File: src/rtl/assert_macros.svh
// Assertion macros included by the execute core, which carries the checks
`ifndef ASSERT_MACROS_SVH
`define ASSERT_MACROS_SVH

// same-cycle implication
`define C8_ASSERT_NOW(lbl, clk, rst, ante, cons, msg) \
   lbl: assert property (@(posedge clk) disable iff (rst) (ante) |-> (cons)) else $error(msg);

// next-cycle implication
`define C8_ASSERT_NEXT(lbl, clk, rst, ante, cons, msg) \
   lbl: assert property (@(posedge clk) disable iff (rst) (ante) |=> (cons)) else $error(msg);

`endif

File: src/rtl/c8ie_pkg.sv
// Package: opcodes, constants and execute result type of the CHIP-8 execute core
package c8ie_pkg;

   localparam int ADDR_W          = 12;
   localparam int DATA_W          = 8;
   localparam int REG_IDX_W       = 4;
   localparam int INSTR_W         = 16;
   localparam int NUM_REGS        = 16;
   localparam int CSR_ADDR_W      = 3;
   localparam int CSR_DATA_W      = 32;
   localparam int STACK_DEPTH_DEF = 16;

   localparam logic [ADDR_W-1:0]    START_ADDR_RESET = 12'h200;
   localparam logic [ADDR_W-1:0]    PC_STEP          = 12'd2;
   localparam logic [ADDR_W-1:0]    PC_SKIP          = 12'd4;
   localparam logic [REG_IDX_W-1:0] REG_FLAG         = 4'hF;
   localparam logic                 CSR_IDX_START    = 1'b0;

   localparam logic [3:0] OP_JUMP    = 4'h1;
   localparam logic [3:0] OP_CALL    = 4'h2;
   localparam logic [3:0] OP_SKIP_EQ = 4'h3;
   localparam logic [3:0] OP_SKIP_NE = 4'h4;
   localparam logic [3:0] OP_SKIP_RR = 4'h5;
   localparam logic [3:0] OP_LOAD    = 4'h6;
   localparam logic [3:0] OP_ADD_IMM = 4'h7;
   localparam logic [3:0] OP_ALU     = 4'h8;

   localparam logic [3:0] ALU_MOV = 4'h0;
   localparam logic [3:0] ALU_OR  = 4'h1;
   localparam logic [3:0] ALU_AND = 4'h2;
   localparam logic [3:0] ALU_XOR = 4'h3;
   localparam logic [3:0] ALU_ADD = 4'h4;
   localparam logic [3:0] ALU_SUB = 4'h5;
   localparam logic [3:0] ALU_SHR = 4'h6;

   typedef struct packed {
      logic [ADDR_W-1:0]    next_addr;
      logic                 wrote;
      logic [REG_IDX_W-1:0] dest_idx;
      logic [DATA_W-1:0]    dest_val;
      logic                 flag_write;
      logic [DATA_W-1:0]    flag_val;
      logic                 unsup;
      logic                 overflow;
      logic                 push;
      logic [ADDR_W-1:0]    push_addr;
   } exec_type;

endpackage

File: src/rtl/c8ie_alu.sv
// Decode and execute of one instruction from its operands, PC and stack state
module c8ie_alu
   import c8ie_pkg::*;
(
   input  logic [INSTR_W-1:0] instruction,
   input  logic [DATA_W-1:0]  vx,
   input  logic [DATA_W-1:0]  vy,
   input  logic [ADDR_W-1:0]  pc,
   input  logic               stack_full,
   output exec_type           exec
);

   logic [3:0]           op;
   logic [3:0]           sub;
   logic [REG_IDX_W-1:0] x_idx;
   logic [DATA_W-1:0]    nn;
   logic [ADDR_W-1:0]    nnn;
   logic [ADDR_W-1:0]    pc_seq;
   logic [ADDR_W-1:0]    pc_skip;
   logic [DATA_W:0]      sum;

   assign op      = instruction[15:12];
   assign x_idx   = instruction[11:8];
   assign sub     = instruction[3:0];
   assign nn      = instruction[7:0];
   assign nnn     = instruction[11:0];
   assign pc_seq  = pc + PC_STEP;
   assign pc_skip = pc + PC_SKIP;
   assign sum     = {1'b0, vx} + {1'b0, vy};

   always_comb begin
      exec            = '0;
      exec.next_addr  = pc_seq;
      exec.push_addr  = pc_seq;
      unique case (op)
         OP_JUMP: begin
            exec.next_addr = nnn;
         end
         OP_CALL: begin
            if (stack_full) begin
               exec.overflow = 1'b1;
            end else begin
               exec.push      = 1'b1;
               exec.next_addr = nnn;
            end
         end
         OP_SKIP_EQ: begin
            if (vx == nn) exec.next_addr = pc_skip;
         end
         OP_SKIP_NE: begin
            if (vx != nn) exec.next_addr = pc_skip;
         end
         OP_SKIP_RR: begin
            if (sub != 4'h0) begin
               exec.unsup = 1'b1;
            end else if (vx == vy) begin
               exec.next_addr = pc_skip;
            end
         end
         OP_LOAD: begin
            exec.wrote    = 1'b1;
            exec.dest_val = nn;
         end
         OP_ADD_IMM: begin
            exec.wrote    = 1'b1;
            exec.dest_val = vx + nn;
         end
         OP_ALU: begin
            exec.wrote = 1'b1;
            unique case (sub)
               ALU_MOV: exec.dest_val = vy;
               ALU_OR:  exec.dest_val = vx | vy;
               ALU_AND: exec.dest_val = vx & vy;
               ALU_XOR: exec.dest_val = vx ^ vy;
               ALU_ADD: begin
                  exec.dest_val   = sum[DATA_W-1:0];
                  exec.flag_write = 1'b1;
                  exec.flag_val   = DATA_W'(sum[DATA_W]);
               end
               ALU_SUB: begin
                  exec.dest_val   = vx - vy;
                  exec.flag_write = 1'b1;
                  exec.flag_val   = DATA_W'(vx >= vy);
               end
               ALU_SHR: begin
                  exec.dest_val   = vy >> 1;
                  exec.flag_write = 1'b1;
                  exec.flag_val   = DATA_W'(vy[0]);
               end
               default: begin
                  exec.wrote = 1'b0;
                  exec.unsup = 1'b1;
               end
            endcase
         end
         default: begin
            exec.unsup = 1'b1;
         end
      endcase
      if (exec.wrote) exec.dest_idx = x_idx;
   end

endmodule

File: src/rtl/chip8_instruction_execute_core.sv
// CHIP-8 execute core: a 16-bit instruction goes in, next fetch address and write info come out.
// Input channel req_*: one instruction item per valid/ready handshake.
// Output channel rsp_*: one result item per instruction, in order: next fetch address,
//   register write (flag, index, value), bit 0 of VF afterwards, unsupported, stack overflow.
// Operands are read at the accept edge into the execute stage; the result is registered in
//   the output register when the execute stage fires, and is valid once registered.
// Throughput: one item per cycle while rsp_ready is high. V0..VE sit in a synchronous RAM read
//   at the accept edge on two ports (X and Y) and written back when the instruction executes;
//   a write landing on the same edge as the next read is forwarded, VF is a register.
// Stalls: an output register holds the result while rsp_ready is low; one more item
//   can be accepted and waits in the execute stage, after which req_ready drops.
// Reset: synchronous, active high. PC loads start_address (0x200), registers read as
//   zero until written (per-entry valid bits), stack level clears. No clearing pass.
// CSR: start_address at byte offset 0; a write also loads the PC. Write only while idle.
// Calls push the return address onto the return stack; a call on a full stack is
//   dropped, flagged as overflow, and the PC advances by two.
module chip8_instruction_execute_core
   import c8ie_pkg::*;
#(
   parameter int STACK_DEPTH = STACK_DEPTH_DEF
) (
   input  logic                  clock,
   input  logic                  reset,
   input  logic                  req_valid,
   output logic                  req_ready,
   input  logic [INSTR_W-1:0]    req_instruction,
   output logic                  rsp_valid,
   input  logic                  rsp_ready,
   output logic [ADDR_W-1:0]     rsp_next_address,
   output logic                  rsp_reg_written,
   output logic [REG_IDX_W-1:0]  rsp_dest_index,
   output logic [DATA_W-1:0]     rsp_dest_value,
   output logic                  rsp_carry_flag,
   output logic                  rsp_unsupported,
   output logic                  rsp_stack_overflow,
   input  logic                  csr_psel,
   input  logic                  csr_penable,
   input  logic                  csr_pwrite,
   input  logic [CSR_ADDR_W-1:0] csr_paddr,
   input  logic [CSR_DATA_W-1:0] csr_pwdata,
   output logic [CSR_DATA_W-1:0] csr_prdata,
   output logic                  csr_pready
);

`include "assert_macros.svh"

   localparam int LVL_W  = $clog2(STACK_DEPTH + 1);
   localparam int SIDX_W = (STACK_DEPTH > 1) ? $clog2(STACK_DEPTH) : 1;
   localparam logic [LVL_W-1:0] LVL_MAX = LVL_W'(STACK_DEPTH);

   logic [DATA_W-1:0]    regs_mem [NUM_REGS];
   logic [ADDR_W-1:0]    stack_mem [STACK_DEPTH];

   logic [NUM_REGS-1:0]  regs_valid_ff, regs_valid_in;
   logic [DATA_W-1:0]    vf_ff, vf_in;
   logic [ADDR_W-1:0]    pc_ff, pc_in;
   logic [ADDR_W-1:0]    start_addr_ff, start_addr_in;
   logic [LVL_W-1:0]     stack_level_ff, stack_level_in;
   logic                 s1_valid_ff, s1_valid_in;
   logic [INSTR_W-1:0]   s1_ins_ff;
   logic [DATA_W-1:0]    rdx_ff, rdy_ff;
   logic                 valid_x_ff, valid_y_ff;
   logic                 fwd_x_ff, fwd_y_ff;
   logic [DATA_W-1:0]    fwd_data_ff;
   logic                 rsp_valid_ff, rsp_valid_in;

   logic                 req_fire;
   logic                 s1_fire;
   logic                 csr_wr;
   logic [REG_IDX_W-1:0] req_x, req_y, s1_x, s1_y;
   logic [DATA_W-1:0]    vx, vy;
   logic                 stack_full;
   exec_type             exec;
   logic                 mem_wr_en;
   logic                 carry_next;
   logic                 push_fire;
   logic                 ovf_fire;
   logic [LVL_W-1:0]     level_inc;

   assign req_x = req_instruction[11:8];
   assign req_y = req_instruction[7:4];
   assign s1_x  = s1_ins_ff[11:8];
   assign s1_y  = s1_ins_ff[7:4];

   assign s1_fire   = s1_valid_ff && (!rsp_valid_ff || rsp_ready);
   assign req_ready = !s1_valid_ff || s1_fire;
   assign req_fire  = req_valid && req_ready;
   assign csr_wr    = csr_psel && csr_penable && csr_pwrite && csr_pready;

   assign csr_pready = 1'b1;
   assign csr_prdata = (csr_paddr[2] == CSR_IDX_START) ? CSR_DATA_W'(start_addr_ff) : '0;

   // operand select: VF register, forwarded write, RAM data, or zero if never written
   always_comb begin
      if (s1_x == REG_FLAG)  vx = vf_ff;
      else if (fwd_x_ff)     vx = fwd_data_ff;
      else if (valid_x_ff)   vx = rdx_ff;
      else                   vx = '0;
      if (s1_y == REG_FLAG)  vy = vf_ff;
      else if (fwd_y_ff)     vy = fwd_data_ff;
      else if (valid_y_ff)   vy = rdy_ff;
      else                   vy = '0;
   end

   assign stack_full = (stack_level_ff == LVL_MAX);
   assign level_inc  = stack_level_ff + LVL_W'(1);

   c8ie_alu u_alu (
      .instruction (s1_ins_ff),
      .vx          (vx),
      .vy          (vy),
      .pc          (pc_ff),
      .stack_full  (stack_full),
      .exec        (exec)
   );

   assign mem_wr_en = s1_fire && exec.wrote && (exec.dest_idx != REG_FLAG);
   assign push_fire = s1_fire && exec.push;
   assign ovf_fire  = s1_fire && exec.overflow;

   always_comb begin
      if (exec.flag_write)                                carry_next = exec.flag_val[0];
      else if (exec.wrote && exec.dest_idx == REG_FLAG)   carry_next = exec.dest_val[0];
      else                                                carry_next = vf_ff[0];
   end

   always_comb begin
      regs_valid_in  = regs_valid_ff;
      vf_in          = vf_ff;
      pc_in          = pc_ff;
      start_addr_in  = start_addr_ff;
      stack_level_in = stack_level_ff;
      s1_valid_in    = s1_valid_ff;
      rsp_valid_in   = rsp_valid_ff;
      if (rsp_valid_ff && rsp_ready) rsp_valid_in = 1'b0;
      if (s1_fire) begin
         s1_valid_in  = 1'b0;
         rsp_valid_in = 1'b1;
         pc_in        = exec.next_addr;
         if (mem_wr_en) regs_valid_in[exec.dest_idx] = 1'b1;
         if (exec.flag_write) begin
            vf_in = exec.flag_val;
         end else if (exec.wrote && exec.dest_idx == REG_FLAG) begin
            vf_in = exec.dest_val;
         end
         if (exec.push) stack_level_in = level_inc;
      end
      if (req_fire) s1_valid_in = 1'b1;
      if (csr_wr && csr_paddr[2] == CSR_IDX_START) begin
         start_addr_in = csr_pwdata[ADDR_W-1:0];
         pc_in         = csr_pwdata[ADDR_W-1:0];
      end
   end

   always_ff @(posedge clock) begin
      if (reset) begin
         regs_valid_ff  <= '0;
         vf_ff          <= '0;
         pc_ff          <= START_ADDR_RESET;
         start_addr_ff  <= START_ADDR_RESET;
         stack_level_ff <= '0;
         s1_valid_ff    <= 1'b0;
         rsp_valid_ff   <= 1'b0;
      end else begin
         regs_valid_ff  <= regs_valid_in;
         vf_ff          <= vf_in;
         pc_ff          <= pc_in;
         start_addr_ff  <= start_addr_in;
         stack_level_ff <= stack_level_in;
         s1_valid_ff    <= s1_valid_in;
         rsp_valid_ff   <= rsp_valid_in;
      end
   end

   // register file RAM: one write port, two read ports registered at accept
   always_ff @(posedge clock) begin
      if (mem_wr_en) regs_mem[exec.dest_idx] <= exec.dest_val;
      if (req_fire) begin
         s1_ins_ff   <= req_instruction;
         rdx_ff      <= regs_mem[req_x];
         rdy_ff      <= regs_mem[req_y];
         valid_x_ff  <= regs_valid_ff[req_x];
         valid_y_ff  <= regs_valid_ff[req_y];
         fwd_x_ff    <= mem_wr_en && (exec.dest_idx == req_x);
         fwd_y_ff    <= mem_wr_en && (exec.dest_idx == req_y);
         fwd_data_ff <= exec.dest_val;
      end
   end

   // return stack RAM
   always_ff @(posedge clock) begin
      if (push_fire) stack_mem[stack_level_ff[SIDX_W-1:0]] <= exec.push_addr;
   end

   always_ff @(posedge clock) begin
      if (s1_fire) begin
         rsp_next_address   <= exec.next_addr;
         rsp_reg_written    <= exec.wrote;
         rsp_dest_index     <= exec.dest_idx;
         rsp_dest_value     <= exec.dest_val;
         rsp_carry_flag     <= carry_next;
         rsp_unsupported    <= exec.unsup;
         rsp_stack_overflow <= exec.overflow;
      end
   end

   assign rsp_valid = rsp_valid_ff;

   `C8_ASSERT_NOW(a_level_bound, clock, reset, 1'b1, stack_level_ff <= LVL_MAX, "level past depth")
   `C8_ASSERT_NOW(a_vf_not_ram, clock, reset, mem_wr_en, exec.dest_idx != REG_FLAG, "VF in RAM")
   `C8_ASSERT_NEXT(a_push_inc, clock, reset, push_fire, stack_level_ff == $past(level_inc), "push lost")
   `C8_ASSERT_NEXT(a_ovf_hold, clock, reset, ovf_fire, $stable(stack_level_ff), "overflow moved level")

endmodule
File: config.mk
export PLATFORM = sky130hd
export DESIGN_NAME = chip8_instruction_execute_core
export DESIGN_NICKNAME = d
export VERILOG_FILES = /design/src/rtl/c8ie_pkg.sv /design/src/rtl/c8ie_alu.sv /design/src/rtl/chip8_instruction_execute_core.sv
export VERILOG_INCLUDE_DIRS = /design/src /design/src/rtl
export SDC_FILE = /design/constraint.sdc
export NUM_CORES = 1
export LEC_CHECK = 0
export ABC_AREA = 0
export BUFFER_PORTS_ARGS = -buffer_cell sky130_fd_sc_hd__buf_2
export CELL_PAD_IN_SITES_DETAIL_PLACEMENT = 1
export CELL_PAD_IN_SITES_GLOBAL_PLACEMENT = 1
export CORE_MARGIN = 5
export CORE_UTILIZATION = 40
export DETAILED_ROUTE_END_ITERATION = 12
export HOLD_SLACK_MARGIN = 0.03
export MAX_ROUTING_LAYER = met4
export PLACE_DENSITY_LB_ADDON = 0.1
export SLEW_MARGIN = 20
export SYNTH_ARGS = -nofsm -noshare
export SYNTH_HDL_FRONTEND = slang
export SYNTH_HIERARCHICAL = 1
export SYNTH_SLANG_ARGS = --single-unit
File: constraint.sdc
create_clock -name clock -period 4.7 [get_ports clock]
set_input_delay 0.47 -clock clock [delete_from_list [all_inputs] [get_ports clock]]
set_output_delay 0.47 -clock clock [all_outputs]
set_load 0.05 [all_outputs]
======== Word level (Yosys, flattened, before mapping) ========
Memories as Yosys holds them, arrays and structs flattened. A register that Yosys moved wholly into a read port is not among the register bits.
Cells that the tools add are included.
storage, ports and cells
  input port bits ......................... 58
  memories kept ........................... 1
  bits in registers ....................... 111
  RAM bits ................................ 128
  word-level logic and storage cells ...... 133
operators by class
  mux-type cells .......................... 44
  equality and inequality tests ........... 24
  bitwise logic cells ..................... 5
  reductions and logical operators ........ 28
  $add $sub $neg .......................... 6
  order comparisons ....................... 5
memories
  name      words  width  rd ports  clocked after memory_dff  write ports  RTL line                              source
  regs_mem  16     8      2         2                         1            chip8_instruction_execute_core.sv:51  logic [DATA_W-1:0] regs_mem [NUM_REGS];
operators with widths
  kind                     number
  $mux W12                 8
  $mux W8                  8
  $pmux W12 S5             1
  $pmux W8 S7              1
  $eq A4 B3 Y1 const B     7
  $pmux W9 S3              1
  $pmux W8 S3              1
  $mux W1                  17
  $eq A4 B2 Y1 const B     4
  $eq A4 B4 Y1 const B     4
  $eq A8 B8 Y1             2
  $or A16 B16 Y16          1
  $lt A4 B5 Y1 const B     3
  $add A12 B2 Y12 const B  1
  $add A12 B3 Y12 const B  1
  $logic_and A1 B1 Y1      12
  $add A8 B8 Y9            1
  $mux W9                  1
  $add A8 B8 Y8            1
  $and A8 B8 Y8            1
  $bmux W1 S4              2
  $eq A4 B1 Y1 const B     2
  $eq A4 B4 Y1             2
  $ge A8 B8 Y1             1
  22 further kinds         29

======== Longest topological paths before layout ========
Gate-level depths: netlist (run 1).
  depth in word-level cells ............... 10
  gate-level depth with buffers ........... 18
  gate-level depth less buffers ........... 15

======== By module ========
The synthesis (run 1) kept the hierarchy.
modules (own cells, without submodules)
  module                          cells each  area an instance (um^2)  instances  seq. area each (um^2)
  chip8_instruction_execute_core  756         11185.7                  1          7106.8
  c8ie_alu                        393         2720.1                   1          0.0

======== Least setup slack after synthesis (run 1) ========
Ideal clock, no wire load.
  path kind ............................... register to register
  from .................................... register fwd_y_ff
  to ...................................... register vf_ff[6]
  data arrival time ....................... 3.975 ns
  cell stages (with the launch flop) ...... 17
  buffers on the path ..................... 2
  data required time ...................... 4.619 ns
  path slack .............................. 0.645 ns
  cells stage by stage .................... edfxtp_1 -> clkbuf_1 -> nor2b_1 -> clkbuf_1 -> a22oi_1 -> a21oi_1 -> ha_1 -> inv_1 -> fa_1 -> nor2b_1 -> o21bai_1 -> a221oi_1 -> nor4_1 -> a211oi_1 -> o31ai_1 -> mux2i_1 -> a211oi_2
RTL lines
  what                      RTL line                               source
  start: declaration        chip8_instruction_execute_core.sv:63   logic fwd_x_ff, fwd_y_ff;
  start signal: assignment  chip8_instruction_execute_core.sv:185  fwd_y_ff <= mem_wr_en && (exec.dest_idx == req_y);
  end signal: assignment    chip8_instruction_execute_core.sv:166  vf_ff <= vf_in;
  end: declaration          chip8_instruction_execute_core.sv:55   logic [DATA_W-1:0] vf_ff, vf_in;

==> results_tabular.tex, run 1 <==
\begin{tabular}{lr}
\hline
Metric & Value \\
\hline
\multicolumn{2}{l}{\textbf{Detailed routing}} \\
Per-cell routed wire length & 23.38 µm \\
Vias per inst & 5.621 \\
Post-route antenna net violation count & 0 \\
DRC & 0 \\
First-iteration detailed-routing DRC count & 558 \\
Routed via count & 9,651 \\
First-pass iteration count of the detailed router & 4 \\
DRT Wirelength & 40,150 µm \\
\multicolumn{2}{l}{\textbf{Placement}} \\
Cell area reported after detailed placement & 14,800 µm² \\
Placed cell count & $\sim$1,700 \\
Routability Congestion & 0.8348 \\
Pre-CTS setup slack & 0.3414 ns \\
Count of input and output buffers & 77 \\
Placed wire-length estimate after detailed placement & 28,060 µm \\
\multicolumn{2}{l}{\textbf{Power and ir drop}} \\
Pleak & $\sim$5.7 nW \\
Power per unit of standard cell area & between 300 and 400 nW/µm² \\
Worst supply voltage drop on vdd & 0.3894 mV \\
\multicolumn{2}{l}{\textbf{Critical path}} \\
Endpoint type of the worst setup path & register \\
Required time at the worst-slack endpoint & 5.16 ns \\
RR Startpoint & fwd\_y\_ff \\
Signal arrival time at the worst endpoint & 4.70 ns \\
Capturing point of the worst reg2reg path & pc\_ff[9] \\
Critical Path Max Stage Delay & 0.58 ns \\
Crit Path Category & register to register \\
CP Cell Sequence & nor2b\_2 > a22oi\_1 > a21oi\_1 > inv\_1 > ha\_1 > nor4\_2 > nand4\_1 > nand3\_1 > o311ai\_2 > a22oi\_1 > o21ai\_1 > and3\_1 > a211oi\_1 > o21bai\_1 \\
Slowest-stage cell, CP & sky130\_fd\_sc\_hd\_\_nor4\_2 \\
Top cell by count, worst path & sky130\_fd\_sc\_hd\_\_a22oi\_1 \\
Termination of the worst setup path & pc\_ff[9] \\
Max Fanout on Critical Path & 12 \\
Reg-to-reg setup timing slack & 0.45 ns \\
Type of origin of the critical path & register \\
Worst setup path startpoint & fwd\_y\_ff \\
Reg2reg path depth & 14 \\
\multicolumn{2}{l}{\textbf{Clocking}} \\
Maximum clock path buffer count & 3 \\
Clock tree root driver cell & sky130\_fd\_sc\_hd\_\_clkbuf\_16 \\
Clock latency on the worst-skew pair & 0.57 ns \\
H-tree depth & 1 \\
Number of buffers inserted to repair setup after CTS & 0 \\
Total clock buffers created by CTS & 29 \\
CTS sink count & between 200 and 300 \\
TritonCTS clock tree & built \\
Register clock-pin slew on the reported worst setup and hold paths & 0.06 ns \\
\multicolumn{2}{l}{\textbf{Timing}} \\
Sum Neg Setup Slack & 0 ns \\
Final setup skew & roughly 0.011 ns \\
Final count of hold timing violations & 0 \\
RSZ-0062 raised after global routing & no \\
Max Clock Freq & between 200 and 250 MHz \\
Tightest slew margin relative to the limit & 0.2272 \\
Crit path time final & between 4 and 5 ns \\
Final worst setup slack & 0.4532 ns \\
Setup-failing EPs final & 0 \\
Final-layout worst hold slack & 0.06970 ns \\
Tcrit/Tclk final & 0.9036 \\
Final Slew Violations & 0 \\
Worst-margin pin slew & about 1.2 ns \\
\multicolumn{2}{l}{\textbf{Finish}} \\
Layout Nets & 1,335 \\
Growth of design area from synthesis to finish & 13.17\% \\
Sequential cell area & 7107 µm² \\
Post-route cell area & 15,690 µm² \\
Area used by multi-input combinational logic & 6198 µm² \\
Ratio of cells with drive above 1 in the final layout & 0.2203 \\
Number of antenna repair diodes & 0 \\
Final-layout fill cell count & about 3,700 \\
Final cell count without fillers & 1,717 \\
\multicolumn{2}{l}{\textbf{Hold path}} \\
HP Start & req\_instruction[1] \\
Worst min path class & primary input to register \\
\multicolumn{2}{l}{\textbf{Global routing}} \\
Vias in the first global route & 10,140 \\
Number of antenna violations at the first check in global routing & 0 \\
Wire length of the first global-routing pass & 60,500 µm \\
All-Layer GR Usage & 0.2098 \\
Total congestion overflow after global routing & 0 \\
Largest net degree at the start of global routing & 56 \\
\multicolumn{2}{l}{\textbf{Yosys}} \\
Count of synthesis-stage warnings from yosys & 6 \\
Mapped Cells & 1,143 \\
Avg Inst Size Synth & 12.13 µm² \\
Area of the mapped netlist & about 14,000 µm² \\
\multicolumn{2}{l}{\textbf{Die}} \\
Height of the chip & slightly below 200 µm \\
Site row count & 68 \\
Die area & 38,480 µm² \\
Die width & a little under 200 µm \\
Io pins & 121 \\
Initial Utilization & 0.4033 \\
Core region area & 34,370 µm² \\
\multicolumn{2}{l}{\textbf{Run}} \\
Max Cap Viol & 0 \\
\multicolumn{2}{l}{\textbf{Run status}} \\
Result of the run & complete, no violations \\
\hline
\end{tabular}
## per-layer routing
| layer | track usage | vias to the layer above | wire length [µm] | part of all wire |
|---|---|---|---|---|
| met1 | 0.2644 | 4905 | 17300 | 0.43 |
| met5 | - | - | 0 | 0 |
| met3 | 0.02542 | 66 | 1410 | 0.035 |
| met4 | 0.05948 | 0 | 1226 | 0.031 |
| li1 | - | 4508 | - | - |
| met2 | 0.3592 | 172 | 20200 | 0.50 |
## power breakdown
| part | internal (mW) | switching [mW] | leakage (nW) | total [mW] |
|---|---|---|---|---|
| clock | 1.19 | 0.923 | 0.438 | 2.12 |
| sequential | 2.49 | 0.0384 | 2.32 | 2.53 |
| combinational | 0.248 | 0.487 | 2.89 | 0.734 |
| total | 3.93 | 1.45 | 5.66 | 5.38 |
## state kept, by name (all words and copies together), names as in the netlist, 12 cells and up
register / flops
rsp_next_address: 12
regs_valid_ff: 16
pc_ff: 12
s1_ins_ff: 16
start_addr_ff: 12
regs_mem: 128
## what timing repair did
| action | CTS | global route |
|---|---|---|
| resized for setup | 0 | 1 |
| endpoints found under the setup margin | 0 | 2 |
| hold buffers | 0 | 0 |
| endpoints found under the hold margin | 0 | 0 |
## per-stage QoR
stage | util | total power, mW
3_3_place_gp | 0.4305 | 3.308
4_1_cts | 0.4562 | 5.446
3_5_place_dp | 0.4305 | 3.316
5_1_grt | 0.4564 | 5.604
2_1_floorplan | - | 3.110
6_report | 0.4564 | 5.381
## cells in the final DEF, fill, tap and decap left out, types with 13 or more instances in the layout
master,count
sky130_fd_sc_hd__o21ai_0,19
sky130_fd_sc_hd__a21oi_1,63
sky130_fd_sc_hd__edfxtp_1,200
sky130_fd_sc_hd__a31oi_1,19
sky130_fd_sc_hd__mux4_2,73
sky130_fd_sc_hd__xnor2_1,23
sky130_fd_sc_hd__ha_1,35
sky130_fd_sc_hd__nor2_1,93
sky130_fd_sc_hd__inv_1,29
sky130_fd_sc_hd__a22oi_1,62
sky130_fd_sc_hd__nor3_1,14
sky130_fd_sc_hd__mux2i_1,22
sky130_fd_sc_hd__buf_4,58
sky130_fd_sc_hd__buf_2,76
sky130_fd_sc_hd__a311oi_1,13
sky130_fd_sc_hd__conb_1,36
sky130_fd_sc_hd__clkbuf_16,30
sky130_fd_sc_hd__nand2_1,102
sky130_fd_sc_hd__nor2b_1,35
sky130_fd_sc_hd__nand3_1,16
sky130_fd_sc_hd__dfxtp_1,55
## worst min-delay path by stage
| stage | end | slack, ns | depth (start not counted) |
|---|---|---|---|
| finish | s1_ins_ff[1] | 0.07 | 1 |
| global route | s1_ins_ff[1] | 0.05 | 1 |
| CTS | s1_ins_ff[1] | 0.04 | 1 |
| detailed placement | start_addr_ff[11] | 0.45 | 2 |
| global placement | start_addr_ff[0] | 0.44 | 2 |
| floorplan | start_addr_ff[0] | 0.43 | 2 |
## critical path: cells and delay by family, from the launching register on
kind / cells / cell delay [ns]
compound gates: 7 / 1.50
fa+ha+maj: 1 / 0.45
buf+inv: 1 / 0.13
flops: 1 / 0.56
simple gates: 5 / 1.50
## final cells by class
cell class	instances	share of cell area
well taps	455	0.03629
repair buffers	134	0.05200
clock buffers	40	0.05089
flip-flops and latches	255	0.4530
clock inverters	14	0.005503
inverters	30	0.007178
multi-input cells	789	0.3951
Note: power is estimated with default switching activity, not from simulation.
==> inputs of run 2 (changes only) <==
PLACE_DENSITY = 0.68   (was default)
PLACE_DENSITY_LB_ADDON = default   (was 0.1)
clock period = 5.3 ns   (was 4.7 ns; I/O delays follow)
==> run 2 against run 1 <==
Net effect:
- count of clock-buffer cells in the layout fell by 8
- clock power down 9%
- global-route usage shrank 0.19 points
- flip-flop and latch count stayed put
- maximum frequency decreased by 4.5%
- utilization shrank 0.30 points
- non-clock buffer count down 15
- design area is 0.66% lower
- via count is 1.6% higher
- final cell count is 0.99% lower
- critical path depth stayed put
- critical path type unchanged
==> results_tabular.tex, run 2 (synthesis gave the netlist of run 1 again) <==
\begin{tabular}{lr}
\hline
Metric & Value \\
\hline
\multicolumn{2}{l}{\textbf{Run status}} \\
Result of the run & complete, no violations \\
\multicolumn{2}{l}{\textbf{Clocking}} \\
Clock tree root driver cell & sky130\_fd\_sc\_hd\_\_clkbuf\_16 \\
Number of hold buffers added after CTS & 0 (unchanged) \\
CTS sink count & 255 (unchanged) \\
Clock latency on the worst-skew pair & 0.58 ns (about the same) \\
Number of buffers inserted to repair setup after CTS & 0 (unchanged) \\
TritonCTS clock tree & built \\
H-tree depth & 1 (unchanged) \\
Maximum clock path buffer count & 3 (unchanged) \\
Total clock buffers created by CTS & 28 (-3.4\%) \\
Register clock-pin slew on the reported worst setup and hold paths & 0.06 ns (about the same) \\
Resized cells post-CTS & 0 (unchanged) \\
\multicolumn{2}{l}{\textbf{Global routing}} \\
Number of antenna violations at the first check in global routing & 0 (unchanged) \\
Largest net degree at the start of global routing & 56 (unchanged) \\
Total congestion overflow after global routing & 0 (unchanged) \\
All-Layer GR Usage & 0.2079 (-0.001916) \\
Vias in the first global route & 10,190 (+0.51\%) \\
Wire length of the first global-routing pass & 61,170 µm (+1.1\%) \\
\multicolumn{2}{l}{\textbf{Timing}} \\
Final worst setup slack & 0.8520 ns (+0.3988 ns) \\
Worst-margin pin slew & 1.097 ns (-0.06216 ns) \\
Final-layout worst hold slack & 0.1822 ns (+0.1125 ns) \\
RSZ-0062 raised after global routing & no \\
Crit path time final & 4.448 ns (+0.2012 ns) \\
Max Clock Freq & 224.8 MHz (-4.5\%) \\
Final Slew Violations & 0 (unchanged) \\
Final setup skew & 0.05290 ns (+0.04192 ns) \\
Sum Neg Setup Slack & 0 ns (unchanged) \\
Setup-failing EPs final & 0 (unchanged) \\
Final count of hold timing violations & 0 (unchanged) \\
Tcrit/Tclk final & 0.8393 (-0.06432) \\
Tightest slew margin relative to the limit & 0.2686 (+0.04144) \\
\multicolumn{2}{l}{\textbf{Detailed routing}} \\
DRT Wirelength & 39,820 µm (-0.81\%) \\
DRC & 0 (unchanged) \\
Vias per inst & 5.766 (+2.6\%) \\
First-pass iteration count of the detailed router & 5 (+1) \\
Per-cell routed wire length & 23.42 µm (+0.18\%) \\
First-iteration detailed-routing DRC count & 685 (+23\%) \\
Post-route antenna net violation count & 0 (unchanged) \\
Routed via count & 9,803 (+1.6\%) \\
\multicolumn{2}{l}{\textbf{Critical path}} \\
Reg-to-reg setup timing slack & 0.85 ns (+0.40 ns) \\
Signal arrival time at the worst endpoint & 4.83 ns (+0.13 ns) \\
Termination of the worst setup path & vf\_ff[7] \\
RR Startpoint & fwd\_y\_ff \\
Reg2reg path depth & 14 (unchanged) \\
Crit Path Category & register to register \\
Worst setup path startpoint & fwd\_y\_ff \\
Endpoint type of the worst setup path & register \\
CP Cell Sequence & nor2b\_1 > a22oi\_1 > a21oi\_1 > inv\_1 > ha\_1 > o21ba\_2 > nor4\_1 > nor3\_1 > or3\_1 > a31oi\_1 > o221ai\_1 > buf\_4 > mux2i\_1 > a211oi\_2 \\
Type of origin of the critical path & register \\
Required time at the worst-slack endpoint & 5.68 ns (+0.52 ns) \\
Max Fanout on Critical Path & 18 (+6) \\
Capturing point of the worst reg2reg path & vf\_ff[7] \\
Slowest-stage cell, CP & sky130\_fd\_sc\_hd\_\_edfxtp\_1 \\
Critical Path Max Stage Delay & 0.55 ns (-0.03 ns) \\
\multicolumn{2}{l}{\textbf{Die}} \\
Io pins & 121 (unchanged) \\
Initial Utilization & 0.4033 (unchanged) \\
Die width & 196.2 µm (unchanged) \\
Die area & 38,480 µm² (unchanged) \\
Height of the chip & 196.2 µm (unchanged) \\
Core region area & 34,370 µm² (unchanged) \\
Site row count & 68 (unchanged) \\
\multicolumn{2}{l}{\textbf{Placement}} \\
Pre-CTS setup slack & 0.9398 ns (+0.5983 ns) \\
Cell area reported after detailed placement & 14,670 µm² (-0.85\%) \\
Placed cell count & 1,648 (-0.90\%) \\
Routability Congestion & 0.8922 (+6.9\%) \\
Placed wire-length estimate after detailed placement & 28,150 µm (+0.33\%) \\
Count of input and output buffers & 77 (unchanged) \\
\multicolumn{2}{l}{\textbf{Finish}} \\
Layout Nets & 1,319 (-1.2\%) \\
Area used by multi-input combinational logic & 6182 µm² (-0.26\%) \\
Final cell count without fillers & 1,700 (-0.99\%) \\
Post-route cell area & 15,580 µm² (-0.66\%) \\
Flip-flop count of the largest register, all copies and words added & 128 (unchanged) \\
Largest reg by FF count & regs\_mem \\
Commonest non-fill, non-tap cell in the layout & sky130\_fd\_sc\_hd\_\_edfxtp\_1 \\
Sequential cell area & 7107 µm² (unchanged) \\
Growth of design area from synthesis to finish & 12.42\% \\
Biggest registers after layout & regs\_mem: 128 flops, regs\_valid\_ff: 16 flops, s1\_ins\_ff: 16 flops \\
Top library cells by usage in the layout, fill and taps aside & 200 x sky130\_fd\_sc\_hd\_\_edfxtp\_1, 102 x sky130\_fd\_sc\_hd\_\_nand2\_1, 93 x sky130\_fd\_sc\_hd\_\_nor2\_1 \\
Number of antenna repair diodes & 0 (unchanged) \\
Ratio of cells with drive above 1 in the final layout & 0.2088 (-0.01145) \\
Final-layout fill cell count & 3,681 (+0.82\%) \\
Final core occ & 0.4534 (-0.003021) \\
\multicolumn{2}{l}{\textbf{Power and ir drop}} \\
Clock network fraction of total power & 0.400 (+0.007) \\
Comb pwr share & 0.134 (-0.002) \\
Total power draw & 4.810 mW (-11\%) \\
Power per unit of standard cell area & 308.7 nW/µm² (-10\%) \\
Worst supply voltage drop on vdd & 0.2975 mV (-24\%) \\
Flop pwr share & 0.466 (-0.004) \\
Net switching power of the design & 1.270 mW (-12\%) \\
P\_int & 3.540 mW (-10\%) \\
Switching Fraction & 0.2641 (-0.004965) \\
Pleak & 5.584 nW (-1.3\%) \\
\multicolumn{2}{l}{\textbf{Hold path}} \\
Worst min path class & primary input to register \\
\multicolumn{2}{l}{\textbf{Run}} \\
Max Cap Viol & 0 (unchanged) \\
\hline
\end{tabular}
==> run 2: routing by layer <==
| layer | global-route usage | up-vias | routed length, µm |
|---|---|---|---|
| li1 | - | 4460 | - |
| met1 | 0.2821 | 5042 | 17860 |
| met2 | 0.3449 | 247 | 19550 |
| met3 | 0.02078 | 54 | 1673 |
| met4 | 0.04163 | 0 | 740 |
| met5 | - | - | 0 |
==> run 2: power groups by stage <==
| stage | combinational [mW] | sequential, mW | clock, mW |
|---|---|---|---|
| after CTS | 0.642 | 2.24 | 1.97 |
| after global routing | 0.693 | 2.25 | 2.06 |
| after detailed placement | 0.639 | 2.29 | 0 |
| after floorplan | 0.444 | 2.31 | 0 |
| final | 0.643 | 2.24 | 1.92 |
| after global placement | 0.626 | 2.28 | 0 |
==> run 2: how the worst min path moves through the flow <==
stage	start	end	slack [ns]	cells after the start
after global routing	req_instruction[1]	s1_ins_ff[1]	0.16	1
final	req_instruction[2]	s1_ins_ff[2]	0.18	1
after floorplan	start_addr_ff[0]	start_addr_ff[0]	0.43	2
after detailed placement	start_addr_ff[1]	start_addr_ff[1]	0.44	2
after global placement	start_addr_ff[3]	start_addr_ff[3]	0.44	2
after CTS	req_valid	s1_valid_ff	0.16	3
==> run 2: area by class of cell <==
class	instances	area share
flip-flops and latches	255	0.4560
well taps	455	0.03653
clock inverters	20	0.01244
repair buffers	119	0.04512
multi-input cells	789	0.3967
inverters	30	0.007226
clock buffers	32	0.04593
==> run 2: critical path: cells and delay by family, from the launching register on <==
| family | cells | cell delay, ns |
|---|---|---|
| adders and majority gates | 1 | 0.37 |
| DFF | 1 | 0.55 |
| AOI/OAI and AO/OA | 6 | 1.29 |
| and+or+nand+nor | 4 | 1.43 |
| buffers and inverters | 2 | 0.43 |
| muxes | 1 | 0.17 |
==> inputs of run 3 (changes only) <==
PLACE_DENSITY = 0.7   (was 0.68)
clock period = 3.95 ns   (was 5.3 ns; I/O delays follow)
==> run 3 against run 2 <==
Net effect:
- hold slack got worse by 0.11 ns
- sequential share of layout area decreased by 0.96 points
- design area increased by 2.2%
- setup slack got worse by 0.57 ns
- total power increased by 33%
- first-iteration DRC count decreased by 17%
- wire length increased by 1.1%
- clock power increased by 28%
==> results_tabular.tex, run 3 (synthesis gave the netlist of run 1 again) <==
\begin{tabular}{lr}
\hline
Metric & Value \\
\hline
\multicolumn{2}{l}{\textbf{Finish}} \\
Flip-flop count of the largest register, all copies and words added & 128 (unchanged) \\
Post-route cell area & 15,920 µm² (+2.2\%) \\
Final cell count without fillers & 1,736 (+2.1\%) \\
Sequential cell area & 7107 µm² (unchanged) \\
Final-layout fill cell count & 3,686 (+0.14\%) \\
Largest reg by FF count & regs\_mem \\
Number of antenna repair diodes & 0 (unchanged) \\
Biggest registers after layout & regs\_mem: 128 flops, regs\_valid\_ff: 16 flops, s1\_ins\_ff: 16 flops \\
Commonest non-fill, non-tap cell in the layout & sky130\_fd\_sc\_hd\_\_edfxtp\_1 \\
Ratio of cells with drive above 1 in the final layout & 0.2319 (+0.02301) \\
Layout Nets & 1,358 (+3.0\%) \\
Growth of design area from synthesis to finish & 14.84\% \\
Top library cells by usage in the layout, fill and taps aside & 200 x sky130\_fd\_sc\_hd\_\_edfxtp\_1, 102 x sky130\_fd\_sc\_hd\_\_nand2\_1, 93 x sky130\_fd\_sc\_hd\_\_nor2\_1 \\
Area used by multi-input combinational logic & 6230 µm² (+0.77\%) \\
\multicolumn{2}{l}{\textbf{Die}} \\
Io pins & 121 (unchanged) \\
Die width & 196.2 µm (unchanged) \\
Core region area & 34,370 µm² (unchanged) \\
Site row count & 68 (unchanged) \\
Height of the chip & 196.2 µm (unchanged) \\
Die area & 38,480 µm² (unchanged) \\
Initial Utilization & 0.4033 (unchanged) \\
\multicolumn{2}{l}{\textbf{Timing}} \\
Setup-failing EPs final & 0 (unchanged) \\
RSZ-0062 raised after global routing & no \\
Tightest slew margin relative to the limit & 0.2804 (+0.01180) \\
Tcrit/Tclk final & 0.9280 (+0.08872) \\
Final setup skew & 0.02234 ns (-0.03056 ns) \\
Max Clock Freq & 272.8 MHz (+21\%) \\
Worst-margin pin slew & 1.079 ns (-0.01770 ns) \\
Final count of hold timing violations & 0 (unchanged) \\
Sum Neg Setup Slack & 0 ns (unchanged) \\
Final worst setup slack & 0.2845 ns (-0.5674 ns) \\
Crit path time final & 3.665 ns (-0.7826 ns) \\
Final Slew Violations & 0 (unchanged) \\
\multicolumn{2}{l}{\textbf{Global routing}} \\
Vias in the first global route & 10,420 (+2.3\%) \\
Wire length of the first global-routing pass & 62,070 µm (+1.5\%) \\
All-Layer GR Usage & 0.2115 (+0.003614) \\
Number of antenna violations at the first check in global routing & 0 (unchanged) \\
Total congestion overflow after global routing & 0 (unchanged) \\
Largest net degree at the start of global routing & 45 (-20\%) \\
\multicolumn{2}{l}{\textbf{Power and ir drop}} \\
Worst supply voltage drop on vdd & 0.3736 mV (+26\%) \\
Total power draw & 6.381 mW (+33\%) \\
Pleak & 5.761 nW (+3.2\%) \\
Power per unit of standard cell area & 400.9 nW/µm² (+30\%) \\
\multicolumn{2}{l}{\textbf{Critical path}} \\
CP Cell Sequence & nand4\_1 > buf\_4 > nor2\_1 > a21oi\_2 > inv\_1 > ha\_1 > nor4\_2 > buf\_4 > nand3\_1 > o41ai\_1 > a311o\_1 > a211oi\_1 > nor3\_1 > nand2\_1 > a311oi\_1 \\
RR Startpoint & s1\_ins\_ff[5] \\
Capturing point of the worst reg2reg path & pc\_ff[10] \\
Type of origin of the critical path & register \\
Slowest-stage cell, CP & sky130\_fd\_sc\_hd\_\_edfxtp\_1 \\
Required time at the worst-slack endpoint & 4.42 ns (-1.26 ns) \\
Crit Path Category & register to register \\
Top cell by count, worst path & sky130\_fd\_sc\_hd\_\_buf\_4 \\
Number of stages on the worst setup path & 15 (+1) \\
Signal arrival time at the worst endpoint & 4.14 ns (-0.69 ns) \\
Endpoint type of the worst setup path & register \\
Gate family responsible for the most delay along the worst path & simple AND/OR/NAND/NOR gates \\
Bufs and invs on worst path & 3 (+1) \\
Worst setup path startpoint & s1\_ins\_ff[5] \\
Reg-to-reg setup timing slack & 0.28 ns (-0.57 ns) \\
Max Fanout on Critical Path & 16 (-2) \\
Reg2reg path depth & 15 (+1) \\
Termination of the worst setup path & pc\_ff[10] \\
Critical Path Max Stage Delay & 0.48 ns (-0.07 ns) \\
\multicolumn{2}{l}{\textbf{Detailed routing}} \\
Vias per inst & 5.707 (-1.0\%) \\
DRC & 0 (unchanged) \\
First-pass iteration count of the detailed router & 6 (+1) \\
DRT Wirelength & 40,270 µm (+1.1\%) \\
First-iteration detailed-routing DRC count & 571 (-17\%) \\
Post-route antenna net violation count & 0 (unchanged) \\
Per-cell routed wire length & 23.20 µm (-0.97\%) \\
Routed via count & 9,907 (+1.1\%) \\
\multicolumn{2}{l}{\textbf{Placement}} \\
Cell area reported after detailed placement & 14,950 µm² (+1.9\%) \\
Count of input and output buffers & 77 (unchanged) \\
Routability Congestion & 0.9201 (+3.1\%) \\
Placed cell count & 1,679 (+1.9\%) \\
Pre-CTS setup slack & 0.1409 ns (-0.7988 ns) \\
Placed wire-length estimate after detailed placement & 29,000 µm (+3.0\%) \\
\multicolumn{2}{l}{\textbf{Clocking}} \\
Number of buffers inserted to repair setup after CTS & 0 (unchanged) \\
Clock tree root driver cell & sky130\_fd\_sc\_hd\_\_clkbuf\_16 \\
Maximum clock path buffer count & 3 (unchanged) \\
Total clock buffers created by CTS & 28 (unchanged) \\
Clock latency on the worst-skew pair & 0.57 ns (about the same) \\
TritonCTS clock tree & built \\
H-tree depth & 1 (unchanged) \\
Register clock-pin slew on the reported worst setup and hold paths & 0.06 ns (about the same) \\
CTS sink count & 255 (unchanged) \\
\multicolumn{2}{l}{\textbf{Hold path}} \\
Worst min path class & primary input to register \\
HP Start & req\_valid \\
\multicolumn{2}{l}{\textbf{Run}} \\
Max Cap Viol & 0 (unchanged) \\
\multicolumn{2}{l}{\textbf{Run status}} \\
Result of the run & complete, no violations \\
\hline
\end{tabular}
==> run 3: what timing repair did <==
action,in CTS,in global routing
hold endpoints to repair,8,0
resized for setup,0,8
endpoints found under the setup margin,0,30
hold buffers,8,0
==> run 3: layer usage <==
metal / track usage / vias to the layer above / wire length, µm
met5: - / - / 0
met4: 0.05250 / 0 / 1077
met3: 0.02542 / 70 / 1724
met2: 0.3497 / 232 / 19790
met1: 0.2809 / 5072 / 17670
li1: - / 4533 / -
==> run 3: power by group <==
group          internal (mW)  switching (mW)  total [mW]  leakage (nW)
Clock                   1.37            1.08        2.45         0.417
Sequential              2.97          0.0417        3.01          2.32
Combinational          0.325           0.595       0.920          3.02
==> run 3: final cells by class <==
type                    count  share of cell area
clock buffers              34             0.04543
well taps                 455             0.03576
inverters                  30            0.007074
flip-flops and latches    255              0.4464
repair buffers            158             0.06602
clock inverters            15            0.007938
multi-input cells         789              0.3913
==> run 3: how the worst min path moves through the flow <==
stage / to / slack [ns] / cells past startpoint
global route: s1_valid_ff / 0.05 / 3
finish: s1_valid_ff / 0.07 / 3
global placement: start_addr_ff[3] / 0.44 / 2
detailed placement: start_addr_ff[1] / 0.45 / 2
CTS: s1_valid_ff / 0.03 / 3
floorplan: start_addr_ff[0] / 0.43 / 2
==> run 3: worst register-to-register path, delay by kind of cell, from the launching register on <==
family,cells,cell delay (ns)
AO/OA/AOI/OAI,5,1.05
buffers and inverters,3,0.50
adder cells (fa/ha/maj),1,0.44
flip-flops,1,0.48
AND/OR/NAND/NOR,6,1.11
==> run 3: metrics by stage <==
stage,utilization,hold WS (ns)
floorplan,-,0.4318
global placement,0.4349,0.4375
detailed placement,0.4349,0.4461
CTS,0.4619,0.03428
global route,0.4631,0.05302
finish,0.4631,0.07035
